## config.mk

```make
export PLATFORM = sky130hd
export DESIGN_NAME = hms_cell
export DESIGN_NICKNAME = d
export VERILOG_FILES = /design/src/hms_pkg.sv /design/src/hms_cell.sv
export SDC_FILE = /design/constraint.sdc
export NUM_CORES = 1
export LEC_CHECK = 0
export BUFFER_PORTS_ARGS = -buffer_cell sky130_fd_sc_hd__buf_2
export CORE_MARGIN = 2
export CORE_UTILIZATION = 40
export DETAILED_ROUTE_END_ITERATION = 16
export GPL_ROUTABILITY_DRIVEN = 0
export PLACE_DENSITY_LB_ADDON = 0.15
export SLEW_MARGIN = 15
export SYNTH_ARGS = -nofsm -noshare
export SYNTH_HDL_FRONTEND = slang
export SYNTH_SLANG_ARGS = --single-unit
```

## constraint.sdc

```tcl
create_clock -name i_clk -period 12.35 [get_ports i_clk]
set_input_delay 0.6175 -clock i_clk [delete_from_list [all_inputs] [get_ports i_clk]]
set_output_delay 0.6175 -clock i_clk [all_outputs]
set_load 0.005 [all_outputs]
```

## src/hms_pkg.sv

```systemverilog
// ----------------------------------------------------------------------------
// hms_pkg
// Types, constants and helpers shared by the medoid selection block.
// ----------------------------------------------------------------------------
package hms_pkg;

    localparam int DEF_MAX_DESCS = 64;
    localparam int DEF_WORDS     = 4;
    localparam int WORD_W        = 64;
    localparam int SEL_W         = 3;
    localparam int POP_W         = 7;
    localparam int INDEX_OUT_W   = 6;
    localparam int SUM_OUT_W     = 14;
    localparam logic [SUM_OUT_W-1:0] SUM_OUT_MAX = '1;

    typedef enum logic [2:0] {
        ST_LOAD,
        ST_PAD,
        ST_STREAM,
        ST_SCAN,
        ST_EMIT_RD,
        ST_EMIT_WAIT,
        ST_EMIT_OUT
    } t_state;

    typedef struct packed {
        logic              vld;
        logic [SEL_W-1:0]  k;
        logic [WORD_W-1:0] data;
    } t_stream;

    typedef struct packed {
        logic vld;
        logic have;
    } t_best;

    typedef struct packed {
        logic              acc_clr;
        logic              wfirst;
        logic [SEL_W-1:0]  wsel;
        logic [WORD_W-1:0] wdata;
    } t_cell_ctl;

    function automatic logic [POP_W-1:0] popcount64(logic [WORD_W-1:0] v);
        logic [1:0] l1 [32];
        logic [2:0] l2 [16];
        logic [3:0] l3 [8];
        logic [4:0] l4 [4];
        logic [5:0] l5 [2];
        for (int n = 0; n < 32; n++) l1[n] = {1'b0, v[2*n]} + {1'b0, v[2*n+1]};
        for (int n = 0; n < 16; n++) l2[n] = {1'b0, l1[2*n]} + {1'b0, l1[2*n+1]};
        for (int n = 0; n < 8; n++)  l3[n] = {1'b0, l2[2*n]} + {1'b0, l2[2*n+1]};
        for (int n = 0; n < 4; n++)  l4[n] = {1'b0, l3[2*n]} + {1'b0, l3[2*n+1]};
        for (int n = 0; n < 2; n++)  l5[n] = {1'b0, l4[2*n]} + {1'b0, l4[2*n+1]};
        return {1'b0, l5[0]} + {1'b0, l5[1]};
    endfunction

endpackage

```

## src/hms_cell.sv

```systemverilog
// ----------------------------------------------------------------------------
// hms_cell
// One descriptor slot: holds its descriptor, sums distances to the words
// streaming past, and joins the running minimum as the scan item passes.
// ----------------------------------------------------------------------------
module hms_cell
    import hms_pkg::*;
#(
    parameter int WORDS = DEF_WORDS,
    parameter int IDX   = 0,
    parameter int ACC_W = 17,
    parameter int IDX_W = 6
) (
    input  logic             i_clk,
    input  logic             i_rst_n,
    input  t_cell_ctl        i_ctl,
    input  logic             i_we,
    input  logic             i_active,
    input  t_stream          i_strm,
    output t_stream          o_strm,
    input  t_best            i_bt,
    input  logic [ACC_W-1:0] i_bsum,
    input  logic [IDX_W-1:0] i_bidx,
    output t_best            o_bt,
    output logic [ACC_W-1:0] o_bsum,
    output logic [IDX_W-1:0] o_bidx
);

    localparam int WPW = (WORDS > 1) ? $clog2(WORDS) : 1;

    logic [WORD_W-1:0] r_word [WORDS];
    logic [ACC_W-1:0]  r_acc;
    t_stream           r_strm;
    t_best             r_bt;
    logic [ACC_W-1:0]  r_bsum;
    logic [IDX_W-1:0]  r_bidx;

    logic [POP_W-1:0]  pop;
    logic              take;

    assign pop  = popcount64(i_strm.data ^ r_word[i_strm.k[WPW-1:0]]);
    assign take = i_bt.vld && i_active && (!i_bt.have || (r_acc < i_bsum));

    always_ff @(posedge i_clk) begin
        if (i_we) begin
            for (int w = 0; w < WORDS; w++) begin
                if (i_ctl.wfirst) begin
                    r_word[w] <= '0;
                end
            end
            r_word[i_ctl.wsel[WPW-1:0]] <= i_ctl.wdata;
        end
        if (i_ctl.acc_clr) begin
            r_acc <= '0;
        end else if (i_strm.vld) begin
            r_acc <= r_acc + ACC_W'(pop);
        end
        r_strm.k    <= i_strm.k;
        r_strm.data <= i_strm.data;
        r_bt.have   <= i_bt.have | take;
        r_bsum      <= take ? r_acc : i_bsum;
        r_bidx      <= take ? IDX_W'(IDX) : i_bidx;
        if (!i_rst_n) begin
            r_strm.vld <= 1'b0;
            r_bt.vld   <= 1'b0;
        end else begin
            r_strm.vld <= i_strm.vld;
            r_bt.vld   <= i_bt.vld;
        end
    end

    assign o_strm = r_strm;
    assign o_bt   = r_bt;
    assign o_bsum = r_bsum;
    assign o_bidx = r_bidx;

endmodule

```

==> results.md, run 1 <==
- Run status: finished, final reports clean
- Critical Path RT: 12.80 ns
- CTS tree: done
- Post-layout util: 0.480
- Routed WL: 38400 um
- First-pass GRT wire length: 58700 um
- Critical Path Start Type: primary input
- Vias: 9454
- Final Hold Fails: 0
- Buffers plus inverters on the worst setup path: 7
- Final setup viols: 0
- Worst-Skew Late Latency: between 0.5 and 0.6 ns
- Crit-path max FO: 35
- Setup bufs post-CTS: 0
- TritonRoute pass-1 iters: 5
- #FFs+latches synth: 366
- Post-route ant nets: 0
- Vias in the first global route: about 10000
- Relative slew slack: 0.279
- Fmax: 117 MHz
- Top-area cell type share of the netlist area: 0.457
- Final #Nets: 1659
- Area growth syn-to-layout: 19.1%
- RSZ-0062 raised after global routing: no
- Synth area leaders: edfxtp_1 46%, dfxtp_1 13%, and2_1 9.9%, mux4_2 8.6%, fa_1 6.7%
- Final Cycle Share: 0.693
- Setup Skew: roughly 0.024 ns
- Core ar.: 0.0417 mm^2
- Final Max Slew Viols: 0
- Crit path max-delay family: adder cells
- Worst path most repeated cell: fa_1
- Max_cap viols: 0
- Clock period minus worst slack: 8.56 ns
- Largest net degree at the start of global routing: between 60 and 70
- Residual DRC: 0
- Worst Tran Pin Value: 1.08 ns
- Ys flop type: edfxtp_1
- Dpl hpwl: 24800 um
- Die area: 0.0437 mm^2
- Seq/Total Area, Yosys: 0.589
- Synth Net Count: ~1400
- WS Path Type: primary input to flip-flop
- Global Route Usage Sum: 0.180
- Bufs on Longest Clock Path: 3
- Yosys cell types: 52
- DIE HEIGHT: 209 um
- CP peak stage delay: 0.60 ns
- CTS resizes: 0
- Depth of the CTS H-tree: 2
- Via-to-Cell Ratio: ~4.8
- Data arrival time of the worst path: 9.01 ns
- Grt ovf: 0
- Routed WL per cell: 19.5 um
- Hold_buf cts: 0
- Die width: between 200 and 250 um
- Total I/O pin count: 259
- Most frequent cell after synthesis: and2_1
- Clock transition at path regs: 0.05 ns
- Clk root buf: clkbuf_16
- Post-synthesis cell count: 1132
- Share of cells above drive strength 1: 0.295
- Row count: 75
- Post-synth ARST share: 0
- Cell Area, Synth: 0.0168 mm^2
- Crit. End Element: flip-flop
- Crit-path slowest cell: buf_4
- I/O Buffers: 257
- Avg Cell Area, Syn: 14.8 um^2
- Post-synth top cells: 265 x and2_1, 256 x edfxtp_1, 110 x dfxtp_1, 76 x inv_1, 64 x mux4_2
- Post-synth top area cell: edfxtp_1
- EDFF count, synth: 256
- Initial core utilization: 0.403
- Synth warn: 0
- Total Neg Setup Slack: 0 ns
- Initial antenna violation count: 6
- Num CTS Buffers: 41
- Clk sinks: 366
- Hold Crit Class: primary input to flip-flop
- Starting DRT DRC Count: about 530
- Critical path, cell by cell: buf_4 > buf_4 > mux4_2 > xnor2_1 > fa_1 > inv_1 > fa_1 > fa_1 > inv_1 > fa_1 > fa_1 > inv_1 > fa_1 > inv_1 > fa_1 > fa_1 > fa_1 > inv_1 > fa_1 > a211oi_1 > o21ai_1 > a211oi_2 > nor4_1 > mux2_2
[worst paths after layout]
kind	cells after the start	to	startpoint	slack [ns]
worst max-delay path	24	r_acc[16]$_SDFFE_PP0P_	i_strm[64]	3.79
worst min-delay path	1	o_strm[66]$_DFF_P_	i_strm[66]	0.16
worst max register to register	22	r_acc[16]$_SDFFE_PP0P_	r_word[3][44]$_SDFFCE_PN0P_	4.63
worst min register to register	2	r_acc[6]$_SDFFE_PP0P_	r_acc[6]$_SDFFE_PP0P_	0.52
[per-layer routing]
metal / track usage / vias up / routed length, um
met5: 0 / - / 77
met4: 0.0441 / 12 / 698
met3: 0.0449 / 65 / 2160
met2: 0.318 / 221 / 19600
met1: 0.220 / 4647 / 15900
li1: - / 4509 / -
[cell families after synthesis]
family,Yosys count,share of synthesized area
and+or+nand+nor,328,0.119
xor gates and xnor gates,66,0.0344
DFF,366,0.589
buffers and inverters,124,0.0291
AOI/OAI and AO/OA,62,0.0267
muxes,87,0.104
adders and majority gates,99,0.0987
[worst register-to-register path: cells and delay by family (launching register included)]
family	cells	cell delay [ns]
flip-flops	1	0.35
multiplexers	2	0.76
adder cells (fa/ha/maj)	10	4.92
buffers and inverters	5	0.31
AO/OA/AOI/OAI	3	0.98
AND/OR/NAND/NOR	1	0.11
XOR/XNOR	1	0.18
[sequential cells by signal, indices dropped and copies added (netlist names)]
name / flops
r_word: 256
o_strm: 68
o_bsum: 17
r_acc: 17
o_bidx: 6
o_bt: 2
[final cells by class]
class	count	area (um^2)
well taps	539	674
flip-flops and latches	366	9890
fillers	3720	21700
inverters	77	289
repair buffers	266	1360
diodes	2	5.00
multi-input cells	642	6470
clock buffers	60	1170
clock inverters	15	150
[cells in the final DEF, fill, tap and decap left out, types with 26 or more instances in the layout]
cell type,n
buf_2,255
inv_1,76
fa_1,56
xnor2_1,26
edfxtp_1,256
dfxtp_1,110
ha_1,43
clkbuf_16,43
mux4_2,64
xor2_1,40
and2_1,265
[through the flow]
stage	setup WS, ns	hold WS, ns	instance area (um^2)	std cells
after global placement	3.12	0.508	18700	1890
after CTS	3.66	0.125	20000	1965
after global routing	3.38	0.138	20000	1965
after detailed placement	3.05	0.520	18700	1890
final	3.79	0.160	20000	1967
after floorplan	4.30	0.474	16800	1132
Power of run 1 is left out: the tool's default activity adds up to more than one toggle a clock period on the data nets, which glitch-free logic cannot reach.
==> inputs of run 2 (changes only) <==
- clock period: 12.35 -> 7.75 ns (I/O delays scaled with it)
==> results.md, run 2 (synthesis gave the netlist of run 1 again) <==
- Run status: finished, final reports clean
- Total I/O pin count: 259 (unchanged)
- Crit-path max FO: 7 (-80%)
- Clock period minus worst slack: 7.41 ns
- Final Max Slew Viols: 0 (unchanged)
- Critical Path Start Type: flip-flop
- Crit. End Element: flip-flop
- First-pass GRT wire length: 61500 um (+4.8%)
- Critical Path RT: 8.20 ns (-4.60 ns)
- Biggest register: r_word
- Max_cap viols: 0 (unchanged)
- Area growth syn-to-layout: 24.7%
- Largest net degree at the start of global routing: 66 (unchanged)
- Final #Nets: 1751 (+5.5%)
- Dpl hpwl: 26300 um (+6.3%)
- Hold Crit Class: primary input to flip-flop
- Global Route Usage Sum: 0.188 (+0.00869)
- Vias in the first global route: 10653 (+5.4%)
- Worst path most repeated cell: fa_1
- Grt ovf: 0 (unchanged)
- Worst Setup EP: r_acc[16]$_SDFFE_PP0P_
- Clock transition at path regs: 0.06 ns (about the same)
- Die width: 209 um (unchanged)
- Critical path, cell by cell: mux4_2 > xnor2_1 > fa_1 > inv_1 > fa_1 > inv_1 > fa_1 > fa_1 > inv_1 > fa_1 > fa_1 > inv_1 > fa_1 > fa_1 > fa_1 > inv_1 > fa_1 > a211oi_1 > o21ai_1 > a211oi_2 > buf_4 > nor4_2 > mux2_2
- Setup Skew: 0.0133 ns (-0.0109 ns)
- Post-route ant nets: 0 (unchanged)
- Worst Tran Pin Value: 1.05 ns (-0.0299 ns)
- DIE HEIGHT: 209 um (unchanged)
- CP peak stage delay: 0.55 ns (-0.05 ns)
- Commonest cells after routing, fill and taps aside: 265 x and2_1, 256 x edfxtp_1, 255 x buf_2, 110 x dfxtp_1, 76 x inv_1
- Clk sinks: 366 (unchanged)
- Worst r2r dst: r_acc[16]$_SDFFE_PP0P_
- Residual DRC: 0 (unchanged)
- Data arrival time of the worst path: 7.86 ns (-1.15 ns)
- Vias: 9889 (+4.6%)
- Row count: 75 (unchanged)
- Final Cycle Share: 0.956
- Depth of the CTS H-tree: 2 (unchanged)
- Fmax: 135 MHz
- Post-layout util: 0.503 (+0.0226)
- Final setup viols: 0 (unchanged)
- I/O Buffers: 257 (unchanged)
- Core ar.: 0.0417 mm^2 (unchanged)
- RSZ-0062 raised after global routing: no
- Via-to-Cell Ratio: 4.79 (-0.31%)
- Starting DRT DRC Count: 573 (+8.3%)
- Crit-path slowest cell: fa_1
- Initial core utilization: 0.403 (unchanged)
- Initial antenna violation count: 11 (+5)
- Non-Filler Instances: 2064 (+4.9%)
- Critical Path Source: r_word[3][44]$_SDFFCE_PN0P_
- Worst-Skew Late Latency: 0.57 ns (about the same)
- CTS tree: done
- Num CTS Buffers: 42 (+2.4%)
- Clk root buf: clkbuf_16
- WS Path Type: flip-flop to flip-flop
- R2R Setup Slk: 0.34 ns (-4.29 ns)
- Routed WL: 40700 um (+5.8%)
- Bufs on Longest Clock Path: 3 (unchanged)
- Reg2reg path depth: 23 (+4.5%)
- Critical R2R Launch: r_word[3][44]$_SDFFCE_PN0P_
- Hold WS: 0.0307 ns (-0.130 ns)
- Routed WL per cell: 19.7 um (+0.83%)
- Total placed cells including tap cells: 1915 (+1.3%)
- Max reg flops: 256 (unchanged)
- Die area: 0.0437 mm^2 (unchanged)
- Final Hold Fails: 0 (unchanged)
- Commonest non-fill, non-tap cell in the layout: and2_1
- Total Neg Setup Slack: 0 ns (unchanged)
- Share of cells above drive strength 1: 0.300 (+0.00477)
- TritonRoute pass-1 iters: 4 (-1)
- Relative slew slack: 0.299 (+0.0199)
run 2: cell count changes in the layout (fill, tap and decap cells not counted), sizes merged:
| cell | change |
|---|---|
| clkinvlp | +4 |
| buf | +25 |
| dlygate4sd3 | +66 |
| diode | +3 |
| clkbuf | -7 |
| inv | +1 |
| clkinv | +5 |
run 2: layer usage:
metal,up-vias,share of wire,GRT usage
met3,69,0.052,0.0446
met4,14,0.024,0.0581
met5,-,0.0020,0
met2,248,0.51,0.326
met1,4847,0.42,0.234
li1,4711,-,-
run 2: metrics by stage:
stage / worst slack (ns) / cell area [um^2]
6_report: 0.341 / 21000
5_1_grt: 0.00616 / 20900
4_1_cts: 0.188 / 20900
3_5_place_dp: -0.204 / 18900
3_3_place_gp: -0.162 / 18900
2_1_floorplan: 0.000989 / 16800
run 2: cell type report:
cell class	instances	area [um^2]
fillers	3652	20700
clock buffers	53	1120
multi-input cells	642	6480
diodes	5	12.5
clock inverters	25	204
repair buffers	357	2280
inverters	77	289
well taps	539	674
flip-flops and latches	366	9890
run 2: timing repair:
action                                 in CTS  in global routing
hold buffers                               66                  0
setup endpoints to repair                   0                  2
endpoints found under the hold margin      66                  0
gates resized for setup                     0                  2
setup buffers                               0                  0
run 2: worst min-delay path by stage:
| stage | start | to | slack [ns] | cells after the start |
|---|---|---|---|---|
| 2_1_floorplan | i_strm[0] | o_strm[0]$_DFF_P_ | 0.42 | 0 |
| 3_3_place_gp | i_strm[66] | o_strm[66]$_DFF_P_ | 0.49 | 1 |
| 3_5_place_dp | i_strm[66] | o_strm[66]$_DFF_P_ | 0.49 | 1 |
| 4_1_cts | i_bidx[1] | o_bidx[1]$_SDFF_PP0_ | 0.002 | 2 |
| 5_1_grt | i_bidx[5] | o_bidx[5]$_SDFF_PP0_ | 0.02 | 2 |
| 6_report | i_bidx[1] | o_bidx[1]$_SDFF_PP0_ | 0.03 | 2 |
run 2: worst max-delay path: cells and delay by family (launching register included):
family,cells,cell delay [ns]
AO/OA/AOI/OAI,3,0.40
XOR/XNOR,1,0.16
adder cells (fa/ha/maj),10,4.82
buffers and inverters,6,0.47
flip-flops,1,0.36
multiplexers,2,0.84
AND/OR/NAND/NOR,1,0.22
Power of run 2 is left out for the same reason.
==> inputs of run 3 (changes only) <==
- CORE_MARGIN: 2 -> 10
- PLACE_DENSITY: not set -> 0.67
- PLACE_DENSITY_LB_ADDON: 0.15 -> not set
==> results.md, run 3 (synthesis gave the netlist of run 1 again) <==
- Hold Crit Class: primary input to flip-flop
- Setup slack after layout: 0.357 ns (+0.0159 ns)
- Setup bufs post-CTS: 0 (unchanged)
- Clock transition at path regs: 0.06 ns (about the same)
- Setup Skew: 0.0160 ns (+0.00267 ns)
- Initial antenna violation count: 12 (+1)
- RSZ-0062 raised after global routing: no
- Critical Path Source: r_word[3][44]$_SDFFCE_PN0P_
- Residual DRC: 0 (unchanged)
- WS Path Type: flip-flop to flip-flop
- Crit-path slowest cell: fa_1
- Starting DRT DRC Count: 551 (-3.8%)
- Die width: 225 um (+7.7%)
- Global Route Usage Sum: 0.167 (-0.0215)
- Worst path most repeated cell: fa_1
- Seq. cell area: 0.00989 mm^2 (unchanged)
- Dpl hpwl: 27900 um (+6.0%)
- Run status: finished, final reports clean
- CP peak stage delay: 0.57 ns (+0.02 ns)
- Grt ovf: 0 (unchanged)
- I/O Buffers: 257 (unchanged)
- GRT Max-Usage Layer: met2
- Clk root buf: clkbuf_16
- Area of the multi-input gates: 0.00648 mm^2 (about the same)
- TritonRoute pass-1 iters: 4 (unchanged)
- Final setup viols: 0 (unchanged)
- Vias: 10047 (+1.6%)
- Via-to-Cell Ratio: 4.88 (+1.8%)
- Area growth syn-to-layout: 24.0%
- Final Max Slew Viols: 0 (unchanged)
- Final #Nets: 1747 (-0.23%)
- Buffers plus inverters on the worst setup path: 6 (unchanged)
- Critical Path Start Type: flip-flop
- First-pass GRT wire length: 64000 um (+4.2%)
- Worst-Skew Late Latency: 0.57 ns (about the same)
- Clk sinks: 366 (unchanged)
- Routed WL: 42100 um (+3.5%)
- Vias in the first global route: 10696 (+0.40%)
- Initial core utilization: 0.402 (-0.000906)
- Setup WS pre-CTS: -0.303 ns (-0.0988 ns)
- Row count: 75 (unchanged)
- Fmax: 135 MHz (+0.21%)
- Commonest cells after routing, fill and taps aside: 265 x and2_1, 256 x edfxtp_1, 255 x buf_2, 110 x dfxtp_1, 76 x inv_1
- M3 GR Usage: 0.0507 (+0.00611)
- Clock period minus worst slack: 7.39 ns (-0.0159 ns)
- Final Cycle Share: 0.954 (-0.00205)
- Largest net degree at the start of global routing: 66 (unchanged)
- Non-Filler Instances: 2060 (-0.19%)
- # fillers: 3559 (-2.5%)
- DIE HEIGHT: 225 um (+7.7%)
- Num CTS Buffers: 41 (-2.4%)
- Bufs on Longest Clock Path: 3 (unchanged)
- Crit. End Element: flip-flop
- Met2 Use GR: 0.289 (-0.0367)
- Met1 Resource Use GR: 0.197 (-0.0371)
- Max_cap viols: 0 (unchanged)
- Critical path, cell by cell: mux4_2 > xnor2_1 > fa_1 > inv_1 > fa_1 > inv_1 > fa_1 > fa_1 > inv_1 > fa_1 > fa_1 > inv_1 > fa_1 > fa_1 > fa_2 > inv_1 > fa_1 > a211oi_1 > o21ai_1 > a211oi_2 > buf_4 > or4_1 > a21oi_1
- Post-layout util: 0.499 (-0.00380)
- Depth of the CTS H-tree: 2 (unchanged)
- Crit-path max FO: 6 (-1)
- Data arrival time of the worst path: 7.89 ns (+0.03 ns)
- Final Instance Area: 0.0208 mm^2 (-0.53%)
- CTS tree: done
- Total placed cells including tap cells: 1910 (-0.26%)
- Relative slew slack: 0.282 (-0.0178)
- Dpl cell area: 0.0189 mm^2 (-0.46%)
- Total I/O pin count: 259 (unchanged)
- Core ar.: 0.0418 mm^2 (+0.23%)
- Final Hold Fails: 0 (unchanged)
- Critical Path RT: 8.24 ns (+0.04 ns)
- Hold path start: i_bidx[5]
- Max reg flops: 256 (unchanged)
- Worst Tran Pin Value: 1.08 ns (+0.0267 ns)
- Biggest register: r_word
- Post-route ant nets: 0 (unchanged)
- Commonest non-fill, non-tap cell in the layout: and2_1
- Routed WL per cell: 20.4 um (+3.7%)
- Share of cells above drive strength 1: 0.291 (-0.00891)
- Critical R2R Launch: r_word[3][44]$_SDFFCE_PN0P_
- Die area: 0.0506 mm^2 (+16%)
- Crit path max-delay family: adder cells
## run 3: layout make-up
type                       instances  area share
clock buffer                      57      0.0526
clock inverter                    19     0.00900
inverter                          77      0.0139
multi-input combinational        642       0.311
tap                              539      0.0324
antenna                            6    0.000720
timing repair buffer             354       0.106
sequential                       366       0.474
## run 3: worst register-to-register path, delay by kind of cell (launching register included)
kind	cells	cell delay [ns]
AOI/OAI and AO/OA	4	0.60
xor gates and xnor gates	1	0.16
adders and majority gates	10	4.74
buffers and inverters	6	0.45
DFF	1	0.38
muxes	1	0.49
and+or+nand+nor	1	0.47
## run 3: layer usage
metal,vias up,wire length [um]
met5,-,94
met4,16,775
met3,63,2930
met2,258,21300
met1,5011,16900
li1,4699,-
## run 3: worst paths after layout
path	endpoint	slack, ns	cells past startpoint
setup / recovery	r_acc[14]$_SDFFE_PP0P_	0.36	23
hold / removal	o_bidx[5]$_SDFF_PP0_	0.03	2
setup reg to reg	r_acc[14]$_SDFFE_PP0P_	0.36	23
hold reg to reg	r_acc[6]$_SDFFE_PP0P_	0.53	2
## run 3: through the flow
stage          setup TNS [ns]  hold slack, ns
2_1_floorplan               0           0.415
3_3_place_gp            -1.03           0.497
3_5_place_dp            -1.65           0.498
4_1_cts                     0         0.00155
5_1_grt                     0          0.0159
6_report                    0          0.0298
## run 3: timing repair
action                                  in CTS  in global routing
hold endpoints to repair                    68                  0
hold buffers                                68                  0
gates resized for setup                      0                  1
endpoints found under the setup margin       0                  5
Power of run 3 is left out for the same reason.
